### src/rtl/core/windowed_rms_envelope_assert.svh
// Assertion macros used by the windowed RMS envelope RTL.
// No dependencies; included inside module bodies.
`ifndef WINDOWED_RMS_ENVELOPE_ASSERT_SVH
`define WINDOWED_RMS_ENVELOPE_ASSERT_SVH

// Same-cycle implication, disabled during reset.
`define WRE_ASSERT_SAME(label, clk, rst_n, ante, cons) \
	label: assert property (@(posedge clk) disable iff (!rst_n) (ante) |-> (cons)) \
		else $error("windowed_rms_envelope check failed");

// Next-cycle implication, disabled during reset.
`define WRE_ASSERT_NEXT(label, clk, rst_n, ante, cons) \
	label: assert property (@(posedge clk) disable iff (!rst_n) (ante) |=> (cons)) \
		else $error("windowed_rms_envelope check failed");

`endif

### src/rtl/core/wre_pkg.sv
// Shared types, codes and sample conversion for the windowed RMS envelope.
// No dependencies.
package wre_pkg;

	localparam int SAMPLE_W = 32;
	localparam int Q23_W    = 24;
	localparam int ACC_W    = 56;
	localparam int FRAME_W  = 20;
	localparam int LEVEL_W  = 24;
	localparam int CFG_W    = 20;
	localparam int CFG_IDX_W = 2;
	localparam int MONO_SUM_W = 27;

	localparam logic [1:0] CMD_FRAME = 2'd0;
	localparam logic [1:0] CMD_FLUSH = 2'd1;
	localparam logic [1:0] CMD_CLEAR = 2'd2;

	localparam logic [CFG_IDX_W-1:0] REG_FORMAT   = 2'd0;
	localparam logic [CFG_IDX_W-1:0] REG_CHANNELS = 2'd1;
	localparam logic [CFG_IDX_W-1:0] REG_WINDOW   = 2'd2;

	localparam logic [2:0] FMT_F32 = 3'd0;
	localparam logic [2:0] FMT_S16 = 3'd1;
	localparam logic [2:0] FMT_S32 = 3'd2;
	localparam logic [2:0] FMT_S24 = 3'd3;
	localparam logic [2:0] FMT_U8  = 3'd4;

	localparam logic [2:0]         FORMAT_RST   = FMT_F32;
	localparam logic [3:0]         CHANNELS_RST = 4'd2;
	localparam logic [FRAME_W-1:0] WINDOW_RST   = 20'd4410;

	typedef struct packed {
		logic [1:0]          cmd;
		logic [SAMPLE_W-1:0] sample_ch0;
		logic [SAMPLE_W-1:0] sample_ch1;
		logic [SAMPLE_W-1:0] sample_ch2;
		logic [SAMPLE_W-1:0] sample_ch3;
		logic [SAMPLE_W-1:0] sample_ch4;
		logic [SAMPLE_W-1:0] sample_ch5;
		logic [SAMPLE_W-1:0] sample_ch6;
		logic [SAMPLE_W-1:0] sample_ch7;
	} in_item_t;

	typedef struct packed {
		logic [LEVEL_W-1:0] rms_level;
		logic [LEVEL_W-1:0] peak_level;
		logic [LEVEL_W-1:0] window_number;
		logic               partial_window;
	} out_item_t;

	typedef struct packed {
		logic load;
		logic clear;
		logic conv;
		logic sum;
		logic div_mono;
		logic div_window;
		logic square;
		logic acc;
		logic root;
		logic emit;
		logic partial;
	} wre_cmd_t;

	typedef struct packed {
		logic div_done;
		logic root_done;
		logic close;
		logic held_zero;
		logic out_free;
	} wre_status_t;

	// Raw sample to signed Q1.23; float truncates toward zero and saturates.
	function automatic logic signed [Q23_W-1:0] to_q23(
		input logic [SAMPLE_W-1:0] raw,
		input logic [2:0]          fmt
	);
		logic [7:0]        ex;
		logic [22:0]       man;
		logic [7:0]        sh;
		logic [Q23_W-1:0]  mag;
		logic signed [Q23_W-1:0] res;
		ex  = raw[30:23];
		man = raw[22:0];
		sh  = 8'd127 - ex;
		mag = '0;
		res = '0;
		case (fmt)
			FMT_F32: begin
				if (ex == 8'hFF && man != '0) begin
					res = '0;
				end else if (ex >= 8'd127) begin
					res = raw[31] ? 24'sh800000 : 24'sh7FFFFF;
				end else if (ex == 8'd0) begin
					res = '0;
				end else begin
					mag = (sh >= 8'd24) ? '0 : ({1'b1, man} >> sh[4:0]);
					res = raw[31] ? -$signed(mag) : $signed(mag);
				end
			end
			FMT_S16: res = $signed({raw[15:0], 8'h00});
			FMT_S32: res = $signed(raw[31:8]);
			FMT_S24: res = $signed(raw[23:0]);
			FMT_U8:  res = $signed({~raw[7], raw[6:0], 16'h0000});
			default: res = '0;
		endcase
		return res;
	endfunction

endpackage

### src/rtl/core/windowed_rms_envelope.sv
// A frame item steps through conversion, mono sum, mono divide, square and accumulate;
// closing a window adds the window divide, the square root and the emit step. A flush
// with frames held runs the window divide, root and emit; clear, unknown commands and an empty
// flush stay idle. Both divides share one bit-serial divider; a stalled output holds emit.
// One result register lets the next item enter while a result waits for transfer.
// Asynchronous active-low reset empties the accumulator, peak, window count and
// output, and restores format f32, two channels and a 4410-frame window.
module windowed_rms_envelope #(
	parameter int MAX_CHANNELS = 8
) (
	input  logic                          clk,
	input  logic                          arst_n,
	input  logic                          cfg_we,
	input  logic [wre_pkg::CFG_IDX_W-1:0] cfg_index,
	input  logic [wre_pkg::CFG_W-1:0]     cfg_data,
	input  logic                          in_valid,
	output logic                          in_stall,
	input  wre_pkg::in_item_t             in_data,
	output logic                          out_valid,
	input  logic                          out_stall,
	output wre_pkg::out_item_t            out_data
);
	import wre_pkg::*;

	wre_cmd_t    ctl;
	wre_status_t status;

	// Sequencer: accepts one transfer when idle and walks it through the datapath.
	wre_ctrl u_ctrl (
		.clk      (clk),
		.arst_n   (arst_n),
		.in_valid (in_valid),
		.in_cmd   (in_data.cmd),
		.in_stall (in_stall),
		.status   (status),
		.ctl      (ctl)
	);

	// Datapath: conversion lanes, mono divide, square, accumulate, RMS.
	wre_datapath #(
		.MAX_CHANNELS (MAX_CHANNELS)
	) u_datapath (
		.clk       (clk),
		.arst_n    (arst_n),
		.cfg_we    (cfg_we),
		.cfg_index (cfg_index),
		.cfg_data  (cfg_data),
		.in_data   (in_data),
		.ctl       (ctl),
		.status    (status),
		.out_valid (out_valid),
		.out_stall (out_stall),
		.out_data  (out_data)
	);

endmodule

### src/rtl/core/wre_ctrl.sv
// Sequencer for the windowed RMS envelope: steps the datapath through one item.
// Depends on wre_pkg.
module wre_ctrl (
	input  logic                clk,
	input  logic                arst_n,
	input  logic                in_valid,
	input  logic [1:0]          in_cmd,
	output logic                in_stall,
	input  wre_pkg::wre_status_t status,
	output wre_pkg::wre_cmd_t    ctl
);
	import wre_pkg::*;

	typedef enum logic [3:0] {
		S_IDLE, S_CONV, S_SUM, S_MSTART, S_MWAIT, S_SQR, S_ACC,
		S_WSTART, S_WWAIT, S_RSTART, S_RWAIT, S_EMIT
	} state_t;

	state_t state_q;
	logic   partial_q;
	logic   accept;

	assign in_stall = (state_q != S_IDLE);
	assign accept   = in_valid && (state_q == S_IDLE);

	always_ff @(posedge clk or negedge arst_n) begin
		if (!arst_n) begin
			state_q   <= S_IDLE;
			partial_q <= 1'b0;
		end else begin
			case (state_q)
				S_IDLE: begin
					if (accept) begin
						case (in_cmd)
							CMD_FRAME: begin
								state_q   <= S_CONV;
								partial_q <= 1'b0;
							end
							CMD_FLUSH: begin
								if (!status.held_zero) begin
									state_q   <= S_WSTART;
									partial_q <= 1'b1;
								end
							end
							default: state_q <= S_IDLE;
						endcase
					end
				end
				S_CONV:   state_q <= S_SUM;
				S_SUM:    state_q <= S_MSTART;
				S_MSTART: state_q <= S_MWAIT;
				S_MWAIT:  if (status.div_done) state_q <= S_SQR;
				S_SQR:    state_q <= S_ACC;
				S_ACC:    state_q <= status.close ? S_WSTART : S_IDLE;
				S_WSTART: state_q <= S_WWAIT;
				S_WWAIT:  if (status.div_done) state_q <= S_RSTART;
				S_RSTART: state_q <= S_RWAIT;
				S_RWAIT:  if (status.root_done) state_q <= S_EMIT;
				S_EMIT:   if (status.out_free) state_q <= S_IDLE;
				default:  state_q <= S_IDLE;
			endcase
		end
	end

	always_comb begin
		ctl            = '0;
		ctl.load       = accept;
		ctl.clear      = accept && (in_cmd == CMD_CLEAR);
		ctl.conv       = (state_q == S_CONV);
		ctl.sum        = (state_q == S_SUM);
		ctl.div_mono   = (state_q == S_MSTART);
		ctl.square     = (state_q == S_SQR);
		ctl.acc        = (state_q == S_ACC);
		ctl.div_window = (state_q == S_WSTART);
		ctl.root       = (state_q == S_RSTART);
		ctl.emit       = (state_q == S_EMIT) && status.out_free;
		ctl.partial    = partial_q;
	end

endmodule

### src/rtl/core/wre_datapath.sv
// Datapath: config registers, conversion, shared divider, square root, output.
// Depends on wre_pkg and windowed_rms_envelope_assert.svh.
module wre_datapath #(
	parameter int MAX_CHANNELS = 8
) (
	input  logic                  clk,
	input  logic                  arst_n,
	input  logic                  cfg_we,
	input  logic [wre_pkg::CFG_IDX_W-1:0] cfg_index,
	input  logic [wre_pkg::CFG_W-1:0]     cfg_data,
	input  wre_pkg::in_item_t     in_data,
	input  wre_pkg::wre_cmd_t     ctl,
	output wre_pkg::wre_status_t  status,
	output logic                  out_valid,
	input  logic                  out_stall,
	output wre_pkg::out_item_t    out_data
);
	import wre_pkg::*;
	`include "windowed_rms_envelope_assert.svh"

	localparam int DIV_STEPS  = ACC_W;
	localparam int DIV_CNT_W  = $clog2(DIV_STEPS);
	localparam int ROOT_STEPS = 32;
	localparam int ROOT_CNT_W = $clog2(ROOT_STEPS);
	localparam logic [3:0] MAX_CH = 4'(MAX_CHANNELS);

	logic [2:0]          fmt_q;
	logic [3:0]          chan_q;
	logic [FRAME_W-1:0]  win_q;

	logic [SAMPLE_W-1:0] raw_q [8];
	logic signed [Q23_W-1:0] conv_q [MAX_CHANNELS];
	logic signed [MONO_SUM_W-1:0] sum_q;
	logic [2*Q23_W-1:0]  prod_q;
	logic [ACC_W-1:0]    square_sum_q;
	logic [FRAME_W-1:0]  frames_held_q;
	logic [LEVEL_W-1:0]  peak_q;
	logic [LEVEL_W-1:0]  windows_q;

	logic [ACC_W-1:0]    dvd_q;
	logic [FRAME_W-1:0]  rem_q;
	logic [FRAME_W-1:0]  dsr_q;
	logic [DIV_CNT_W-1:0] div_cnt_q;
	logic                div_busy_q;

	logic [63:0]         rval_q;
	logic [33:0]         rrem_q;
	logic [31:0]         root_q;
	logic [ROOT_CNT_W-1:0] root_cnt_q;
	logic                root_busy_q;

	logic                out_valid_q;
	out_item_t           out_q;

	logic [3:0]          n_eff;
	logic [FRAME_W-1:0]  win_eff;
	logic signed [MONO_SUM_W-1:0] sum_c;
	logic [MONO_SUM_W-1:0] sum_mag;
	logic [FRAME_W:0]    div_shift;
	logic                div_ge;
	logic [33:0]         root_shift;
	logic [33:0]         root_trial;
	logic                root_ge;
	logic [ACC_W:0]      acc_sum;
	logic [FRAME_W-1:0]  held_next;
	logic [LEVEL_W-1:0]  rms_sat;

	assign n_eff   = (chan_q == 4'd0) ? 4'd1 : ((chan_q > MAX_CH) ? MAX_CH : chan_q);
	assign win_eff = (win_q == '0) ? FRAME_W'(1) : win_q;

	always_comb begin
		sum_c = '0;
		for (int i = 0; i < MAX_CHANNELS; i++) begin
			sum_c = sum_c + MONO_SUM_W'(conv_q[i]);
		end
	end
	assign sum_mag = sum_q[MONO_SUM_W-1] ? MONO_SUM_W'(-sum_q) : MONO_SUM_W'(sum_q);

	assign div_shift = {rem_q, dvd_q[ACC_W-1]};
	assign div_ge    = (div_shift >= {1'b0, dsr_q});

	assign root_shift = {rrem_q[31:0], rval_q[63:62]};
	assign root_trial = {root_q, 2'b01};
	assign root_ge    = (root_shift >= root_trial);

	assign acc_sum   = {1'b0, square_sum_q} + (ACC_W+1)'(prod_q[2*Q23_W-1:10]);
	assign held_next = frames_held_q + FRAME_W'(1);
	assign rms_sat   = (root_q[31:LEVEL_W] != '0) ? '1 : root_q[LEVEL_W-1:0];

	assign status.div_done  = div_busy_q && (div_cnt_q == DIV_CNT_W'(DIV_STEPS - 1));
	assign status.root_done = root_busy_q && (root_cnt_q == ROOT_CNT_W'(ROOT_STEPS - 1));
	assign status.close     = (held_next >= win_eff) || (held_next == '0);
	assign status.held_zero = (frames_held_q == '0);
	assign status.out_free  = !out_valid_q || !out_stall;

	assign out_valid = out_valid_q;
	assign out_data  = out_q;

	// Configuration
	always_ff @(posedge clk or negedge arst_n) begin
		if (!arst_n) begin
			fmt_q  <= FORMAT_RST;
			chan_q <= CHANNELS_RST;
			win_q  <= WINDOW_RST;
		end else if (cfg_we) begin
			case (cfg_index)
				REG_FORMAT:   fmt_q  <= cfg_data[2:0];
				REG_CHANNELS: chan_q <= cfg_data[3:0];
				REG_WINDOW:   win_q  <= cfg_data;
				default:      ;
			endcase
		end
	end

	// Payload path: samples, lanes, sum, product
	always_ff @(posedge clk) begin
		if (ctl.load) begin
			raw_q[0] <= in_data.sample_ch0;
			raw_q[1] <= in_data.sample_ch1;
			raw_q[2] <= in_data.sample_ch2;
			raw_q[3] <= in_data.sample_ch3;
			raw_q[4] <= in_data.sample_ch4;
			raw_q[5] <= in_data.sample_ch5;
			raw_q[6] <= in_data.sample_ch6;
			raw_q[7] <= in_data.sample_ch7;
		end
		if (ctl.conv) begin
			for (int i = 0; i < MAX_CHANNELS; i++) begin
				conv_q[i] <= (4'(i) < n_eff) ? to_q23(raw_q[i], fmt_q) : '0;
			end
		end
		if (ctl.sum) begin
			sum_q <= sum_c;
		end
		if (ctl.square) begin
			prod_q <= dvd_q[Q23_W-1:0] * dvd_q[Q23_W-1:0];
		end
	end

	// Shared restoring divider, one quotient bit a cycle
	always_ff @(posedge clk or negedge arst_n) begin
		if (!arst_n) begin
			div_busy_q <= 1'b0;
			div_cnt_q  <= '0;
		end else if (ctl.div_mono || ctl.div_window) begin
			div_busy_q <= 1'b1;
			div_cnt_q  <= '0;
		end else if (div_busy_q) begin
			div_cnt_q <= div_cnt_q + DIV_CNT_W'(1);
			if (status.div_done) begin
				div_busy_q <= 1'b0;
			end
		end
	end

	always_ff @(posedge clk) begin
		if (ctl.div_mono) begin
			dvd_q <= ACC_W'(sum_mag);
			dsr_q <= FRAME_W'(n_eff);
			rem_q <= '0;
		end else if (ctl.div_window) begin
			dvd_q <= square_sum_q;
			dsr_q <= frames_held_q;
			rem_q <= '0;
		end else if (div_busy_q) begin
			dvd_q <= {dvd_q[ACC_W-2:0], div_ge};
			rem_q <= div_ge ? FRAME_W'(div_shift - {1'b0, dsr_q}) : div_shift[FRAME_W-1:0];
		end
	end

	// Digit-by-digit square root, one result bit a cycle
	always_ff @(posedge clk or negedge arst_n) begin
		if (!arst_n) begin
			root_busy_q <= 1'b0;
			root_cnt_q  <= '0;
		end else if (ctl.root) begin
			root_busy_q <= 1'b1;
			root_cnt_q  <= '0;
		end else if (root_busy_q) begin
			root_cnt_q <= root_cnt_q + ROOT_CNT_W'(1);
			if (status.root_done) begin
				root_busy_q <= 1'b0;
			end
		end
	end

	always_ff @(posedge clk) begin
		if (ctl.root) begin
			rval_q <= {dvd_q[51:0], 12'h000};
			rrem_q <= '0;
			root_q <= '0;
		end else if (root_busy_q) begin
			rval_q <= {rval_q[61:0], 2'b00};
			rrem_q <= root_ge ? (root_shift - root_trial) : root_shift;
			root_q <= {root_q[30:0], root_ge};
		end
	end

	// Track state and output register
	always_ff @(posedge clk or negedge arst_n) begin
		if (!arst_n) begin
			square_sum_q  <= '0;
			frames_held_q <= '0;
			peak_q        <= '0;
			windows_q     <= '0;
			out_valid_q   <= 1'b0;
		end else begin
			if (ctl.emit) begin
				out_valid_q <= 1'b1;
			end else if (!out_stall) begin
				out_valid_q <= 1'b0;
			end
			if (ctl.clear) begin
				square_sum_q  <= '0;
				frames_held_q <= '0;
				peak_q        <= '0;
				windows_q     <= '0;
			end else if (ctl.acc) begin
				square_sum_q  <= acc_sum[ACC_W] ? '1 : acc_sum[ACC_W-1:0];
				frames_held_q <= (held_next == '0) ? '1 : held_next;
			end else if (ctl.emit) begin
				square_sum_q  <= '0;
				frames_held_q <= '0;
				if (rms_sat > peak_q) begin
					peak_q <= rms_sat;
				end
				if (windows_q != '1) begin
					windows_q <= windows_q + LEVEL_W'(1);
				end
			end
		end
	end

	always_ff @(posedge clk) begin
		if (ctl.emit) begin
			out_q.rms_level      <= rms_sat;
			out_q.peak_level     <= (rms_sat > peak_q) ? rms_sat : peak_q;
			out_q.window_number  <= windows_q;
			out_q.partial_window <= ctl.partial;
		end
	end

	`WRE_ASSERT_SAME(a_one_unit_busy, clk, arst_n, 1'b1, $onehot0({div_busy_q, root_busy_q}))
	`WRE_ASSERT_NEXT(a_emit_clears, clk, arst_n, ctl.emit,
		square_sum_q == '0 && frames_held_q == '0 && out_valid_q)
	`WRE_ASSERT_SAME(a_rms_below_peak, clk, arst_n, $rose(out_valid_q),
		out_q.rms_level <= out_q.peak_level)
	`WRE_ASSERT_NEXT(a_peak_holds, clk, arst_n, !ctl.clear, peak_q >= $past(peak_q))

endmodule

### config.mk
export PLATFORM = sky130hd
export DESIGN_NAME = windowed_rms_envelope
export DESIGN_NICKNAME = d
export VERILOG_FILES = /design/src/rtl/core/wre_pkg.sv /design/src/rtl/core/windowed_rms_envelope.sv /design/src/rtl/core/wre_ctrl.sv /design/src/rtl/core/wre_datapath.sv
export VERILOG_INCLUDE_DIRS = /design/src /design/src/rtl/core
export SDC_FILE = /design/constraint.sdc
export NUM_CORES = 2
export LEC_CHECK = 0
export BUFFER_PORTS_ARGS = -buffer_cell sky130_fd_sc_hd__buf_2
export CAP_MARGIN = 20
export CELL_PAD_IN_SITES_DETAIL_PLACEMENT = 0
export CELL_PAD_IN_SITES_GLOBAL_PLACEMENT = 2
export CORE_ASPECT_RATIO = 1.25
export CORE_MARGIN = 1.5
export CORE_UTILIZATION = 45
export DETAILED_ROUTE_END_ITERATION = 12
export GPL_TIMING_DRIVEN = 0
export HOLD_SLACK_MARGIN = 0.02
export PLACE_DENSITY_LB_ADDON = 0.1
export SYNTH_ARGS = -nofsm -noshare
export SYNTH_HDL_FRONTEND = slang
export SYNTH_HIERARCHICAL = 1
export SYNTH_SLANG_ARGS = --single-unit
export TNS_END_PERCENT = 1
### constraint.sdc
create_clock -name clk -period 21.3 [get_ports clk]
set_input_delay 1.065 -clock clk [delete_from_list [all_inputs] [get_ports clk]]
set_output_delay 1.065 -clock clk [all_outputs]
set_load 0.005 [all_outputs]
== Word level (Yosys, flattened, before mapping) ==
Memories as Yosys holds them, arrays and structs flattened.
Index checks and enable logic that the tools add are counted.
Word-level totals
  memories: 2
  logic and storage cells: 336
  bits in registers: 530
  RAM bits: 448
Memory list
  u_datapath.raw_q: words 8, bits a word 32, read ports 8, clocked after Yosys merged registers in 0, wr ports 8, line wre_datapath.sv:31  | logic [SAMPLE_W-1:0] raw_q [8];
  u_datapath.conv_q: words 8, bits a word 24, read ports 8, clocked after Yosys merged registers in 0, wr ports 8, line wre_datapath.sv:32  | logic signed [Q23_W-1:0] conv_q [MAX_CHANNELS];
Cells by class
  reductions and logical operators: 61
  equal/unequal tests: 39
  multipliers: 1
  bitwise operators: 8
  $add $sub $neg: 31
  $lt $le $gt $ge: 29
  shift-type cells: 8
  multiplexer cells: 129
Operator list (number)
  $mux W24: 73
  $pmux W24 S5: 8
  $mux W56: 6
  $neg A24 Y24: 8
  $shr A24 B5 Y24: 8
  $reduce_bool A23 Y1: 8
  $add A27 B24 Y27: 5
  $mux W64: 2
  $mux W20: 6
  $eq A8 B8 Y1 const B: 8
  $ge A8 B5 Y1 const B: 8
  $ge A8 B7 Y1 const B: 8
  $logic_not A8 Y1: 8
  $sub A7 B8 Y8 const A: 8
  $logic_not A20 Y1: 3
  $add A56 B38 Y57: 1
  $mux W27: 2
  $mul A24 B24 Y48: 1
  $pmux W4 S12: 1
  $mux W4: 10
  $ge A34 B34 Y1: 1
  $mux W32: 1
  $sub A32 B32 Y32: 1
  $neg A27 Y27: 1
  51 further kinds: 120

== Logic depth before layout (Yosys ltp) ==
An unclocked memory read counts as a cell.
  depth in word-level cells: 12
  gate-level depth with buffers: 28

== By module ==
Netlist, hierarchy kept.
By module, submodules not included
  wre_datapath: times used 1, cells each 8456, seq. area each 26809.5 µm², area an instance 82818.2 µm²
  wre_ctrl: times used 1, cells each 63, seq. area each 125.1 µm², area an instance 489.2 µm²

== Worst setup path after synthesis ==
Ideal clock, no wire load.
  path type: flip-flop to flip-flop
  from: register u_ctrl.state_q[1]
  to: memory u_datapath.conv_q[0][0], enable pin
  data required time: 20.319 ns
  slack: 6.666 ns
  period minus slack after synthesis: 14.634 ns
  data arrival time: 13.653 ns
  stages on the path, launching flop included: 4
  cell sequence: dfrtp_1 > buf_4 > nand2b_1 > nor3_1
RTL lines
  start: declaration: line wre_ctrl.sv:19  | state_t state_q;
  start signal: assignment: line wre_ctrl.sv:54  | S_ACC: state_q <= status.close ? S_WSTART : S_IDLE;
  end: declaration: line wre_datapath.sv:32

== Final worst setup path ==
  from: register u_datapath.dvd_q[14]
  to: register u_datapath.prod_q[42], data pin
On the way
  cells in the longest elaborated chain, start to end: 1
RTL lines
  start: declaration: line wre_datapath.sv:40  | logic [ACC_W-1:0] dvd_q;
  start signal: assignment: line wre_datapath.sv:158  | dvd_q <= ACC_W'(sum_mag);
  start signal: assignment: line wre_datapath.sv:162  | dvd_q <= square_sum_q;
  start signal: assignment: line wre_datapath.sv:166  | dvd_q <= {dvd_q[ACC_W-2:0], div_ge};
  $mul A24 B24 Y48: line wre_datapath.sv:136  | prod_q <= dvd_q[Q23_W-1:0] * dvd_q[Q23_W-1:0];
  end signal: assignment: line wre_datapath.sv:136
  end: declaration: line wre_datapath.sv:34  | logic [2*Q23_W-1:0] prod_q;
No other way between the ends.
A chain may end at the register's enable or synchronous reset.

==> metrics.md <==
| Metric | Value |
|---|---|
| Row count | `around 180` |
| Wire length of the first global-routing pass | `470 mm` |
| Area used by multi-input combinational logic | `~51000 um2` |
| Post-synth top area cell | `edfxtp_1` |
| H-tree lvl count | `3` |
| Startpoint class of the critical path | `register` |
| Syn Std Cell Area | `about 83000 um2` |
| Critical R2R Launch | `u_datapath/dvd_q[14]` |
| Headroom to the max-slew limit | `between 10% and 20%` |
| Adder and majority gate portion of the synthesized area | `a little under a fifth` |
| Flip-flop and latch count after synthesis | `between 900 and 1000` |
| Area post-placement | `between 80000 and 90000 um2` |
| Clock tree from TritonCTS | `yes` |
| Achievable clock frequency | `106 MHz` |
| Total global routing overflow | `0` |
| Number of enable-type register cells in the synthesized netlist | `around 670` |
| Vias after detailed routing | `between 60000 and 70000` |
| Total nets after synthesis | `between 9000 and 10000` |
| Number of hold buffers added after CTS | `0` |
| Required time worst endpoint | `21.81 ns` |
| Proportion of synthesized flip-flops having asynchronous set or reset | `between 10% and 20%` |
| Relative area change from synthesis to final layout | `11.5%` |
| Met3 track utilization from global routing | `under 10%` |
| Clock tree root buffer cell | `clkbuf_16` |
| Mean Syn Cell Area | `9.78 um2` |
| Max clock buf depth | `3` |
| Total routing usage reported by global routing | `between 30% and 40%` |
| PostCTS Resize Cnt | `0` |
| Quantity of I/O buffers inserted on ports | `359` |
| Clock edge transition at the registers on the reported setup and hold paths | `around 0.07 ns` |
| Number of nets in the layout | `slightly above 10000` |
| Die outline area | `188000 um2` |
| Final Skew | `~0.09 ns` |
| Num CTS Buffers | `approximately 100` |
| Type of the setup path with the least slack | `register to register` |
| Max-slew violation count | `0` |
| Die Wd | `about 390 um` |
| Worst hold path type | `primary input to async pin` |
| Synth Area in Compound Gates | `between 10% and 20%` |
| Top cells by count, synth | `inv_1 (974), nand2_1 (736), nor2_1 (680)` |
| Worst Max-Slew Pin Slew | `1.30 ns` |
| Final setup violation count | `0` |
| Final worst hold slack | `0.250 ns` |
| Met1 Usage GRT | `between 40 and 50%` |
| Length of the first detailed-routing pass in iterations | `9` |
| Vertical extent of the die | `between 400 and 500 um` |
| Register-to-register path setup slack | `approximately 12 ns` |
| Number of standard cells after synthesis | `between 8000 and 9000` |
| Synth top area share | `24.1%` |
| Initial antenna violation count | `14` |
| RePlAce Congestion | `1.02` |
| Worst-skew pair later-pin latency | `~0.79 ns` |
| GR Layer Usage met2 | `between 50% and 60%` |
| Post-DRT Antenna Nets | `0` |
| DP Wirelength | `approximately 260 mm` |
| Number of violations reported at the end of detailed-routing iteration 0 | `around 6800` |
| Final WL | `between 300 and 400 mm` |
| Number of unique standard cell types used by synthesis | `between 100 and 150` |
| Starting Density | `between 40% and 50%` |
| # fillers | `between 15000 and 20000` |
| Library cell with the highest instance count after synthesis | `inv_1` |
| Area inside the core boundary | `184000 um2` |
| Mux share of post-synthesis cell area | `between 10% and 20%` |
| Via density | `just over 6` |
| Clock sinks | `968` |
| Post-CTS setup repair buffer count | `0` |
| Main combinational cell family by area after synthesis | `adder cells` |
| Xor-xnor portion of the synthesized cell area | `between 3 and 4%` |
| Setup repair after global routing missed its margin | `false` |
| Yosys warnings | `6` |
| Maximum net fanout on the critical path | `10` |
| Critical path data arrival time | `9.97 ns` |
| Commonest register cell after synthesis | `edfxtp_1` |
| Sort of element at the end of the critical path | `register` |
| Number of design rule violations left after detail routing | `0` |
| Post-route standard cell area excluding fillers | `around 93000 um2` |
| Total count of hold-check failures in the final report | `0` |
| Via count of the first global-routing pass | `70200` |
| Synth area leaders | `edfxtp_1 (24%), fa_1 (14%), ha_1 (5.3%)` |
| Fraction of final layout cells sized beyond drive strength 1 | `around an eighth` |
| Number of maximum-capacitance violations | `0` |
| Sequential area share after synthesis | `roughly 32%` |
| Post-route minimum period | `approximately 9.5 ns` |
| Startpoint of the worst setup timing path | `u_datapath/dvd_q[14]` |
| Number of placed I/O pins | `360` |
| Tcrit/Tclk final | `between 40 and 50%` |
| Share of synthesized cell area in and, or, nand and nor gates | `a little over an eighth` |
| Most crowded layer after global routing | `met2` |
| Pin count of the biggest net entering global routing | `about 120` |
| Run status | `finished, final reports clean` |
| Setup_tns | `0 ns` |
| Seq. cell area | `around 27000 um2` |
| Post-detailed-route wirelength per cell | `roughly 28 um` |
cell usage in the layout, fill, tap and decap left out, types with 150 or more instances in the layout:
cell      count
a21oi_1     502
and2_1      156
buf_2       395
clkbuf_1    385
dfrtp_1     163
edfxtp_1    669
fa_1        572
ha_1        350
inv_1       974
mux2_2      150
mux2i_1     323
mux4_2      181
nand2_1     736
nand3_1     150
nor2_1      679
o21ai_0     400
xnor2_1     192
path summary, 6_finish.rpt:
check	to	depth (start not counted)
max in group asynchronous	u_datapath/square_sum_q[10]	2
min in group clk	u_datapath/raw_q[0][48]	1
hold / removal	u_datapath/win_q[9]	1
hold reg to reg	u_datapath/rem_q[19]	2
setup / recovery	u_datapath/prod_q[42]	27
setup reg to reg	u_datapath/prod_q[42]	27
layout make-up:
type                       instances  area share [%]
multi-input combinational       6093            54.7
sequential                       968            29.0
inverter                         986            3.99
tap                             2403            3.24
timing repair buffer             434            3.13
clock buffer                     129            2.99
buffer                           472            2.05
clock inverter                    65           0.845
antenna                            8          0.0216
through the flow:
step	cells	worst slack (ns)	util (%)
final	11600	11.84	50.5
after global routing	11600	11.51	50.5
after CTS	11500	11.74	50.4
after detailed placement	11300	11.70	48.5
after global placement	11300	0.797	47.9
after floorplan	8519	6.67	-
sequential cells by signal, indices dropped and copies added (netlist names), 24 cells and up:
| signal | cells |
|---|---|
| u_datapath/prod_q | 38 |
| u_datapath/sum_q | 27 |
| u_datapath/dvd_q | 56 |
| u_datapath/rrem_q | 32 |
| u_datapath/windows_q | 24 |
| u_datapath/rval_q | 52 |
| u_datapath/raw_q | 256 |
| u_datapath/out_data | 73 |
| u_datapath/square_sum_q | 56 |
| u_datapath/conv_q | 192 |
| u_datapath/root_q | 32 |
| u_datapath/peak_q | 24 |
logic make-up (layout without fill, tap and decap cells):
| kind of cell | after synthesis | in the layout |
|---|---|---|
| AOI/OAI and AO/OA | 1846 | 1846 |
| xor gates and xnor gates | 298 | 298 |
| adders and majority gates | 922 | 922 |
| buffers and inverters | 1458 | 2086 |
| DFF | 968 | 968 |
| muxes | 663 | 663 |
| other | 0 | 8 |
| and+or+nand+nor | 2364 | 2364 |
worst max-delay path, stage by stage, from the launching register on:
cell	delay [ns]
edfxtp_1	0.77
clkbuf_1	0.71
nand2_1	0.28
fa_1	0.60
inv_1	0.06
fa_1	0.53
inv_1	0.05
fa_1	0.53
inv_1	0.05
fa_1	0.49
inv_1	0.05
fa_1	0.54
inv_1	0.06
fa_1	0.49
inv_1	0.06
fa_1	0.51
inv_1	0.06
ha_1	0.34
a21oi_1	0.15
o21ai_0	0.16
a221o_1	0.45
a221o_1	0.45
a211o_1	0.32
a2111o_1	0.49
a31o_2	0.27
a21oi_1	0.21
o21bai_1	0.11
xor2_1	0.45
per-layer routing:
layer	routed length (um)	vias to the layer above
met4	23400	0
li1	-	31300
met3	19200	826
met2	157000	3001
met5	0	-
met1	122000	34700
Power is not shown: default switching activity piles up to over one toggle a cycle in this logic, so the estimate is an artifact.
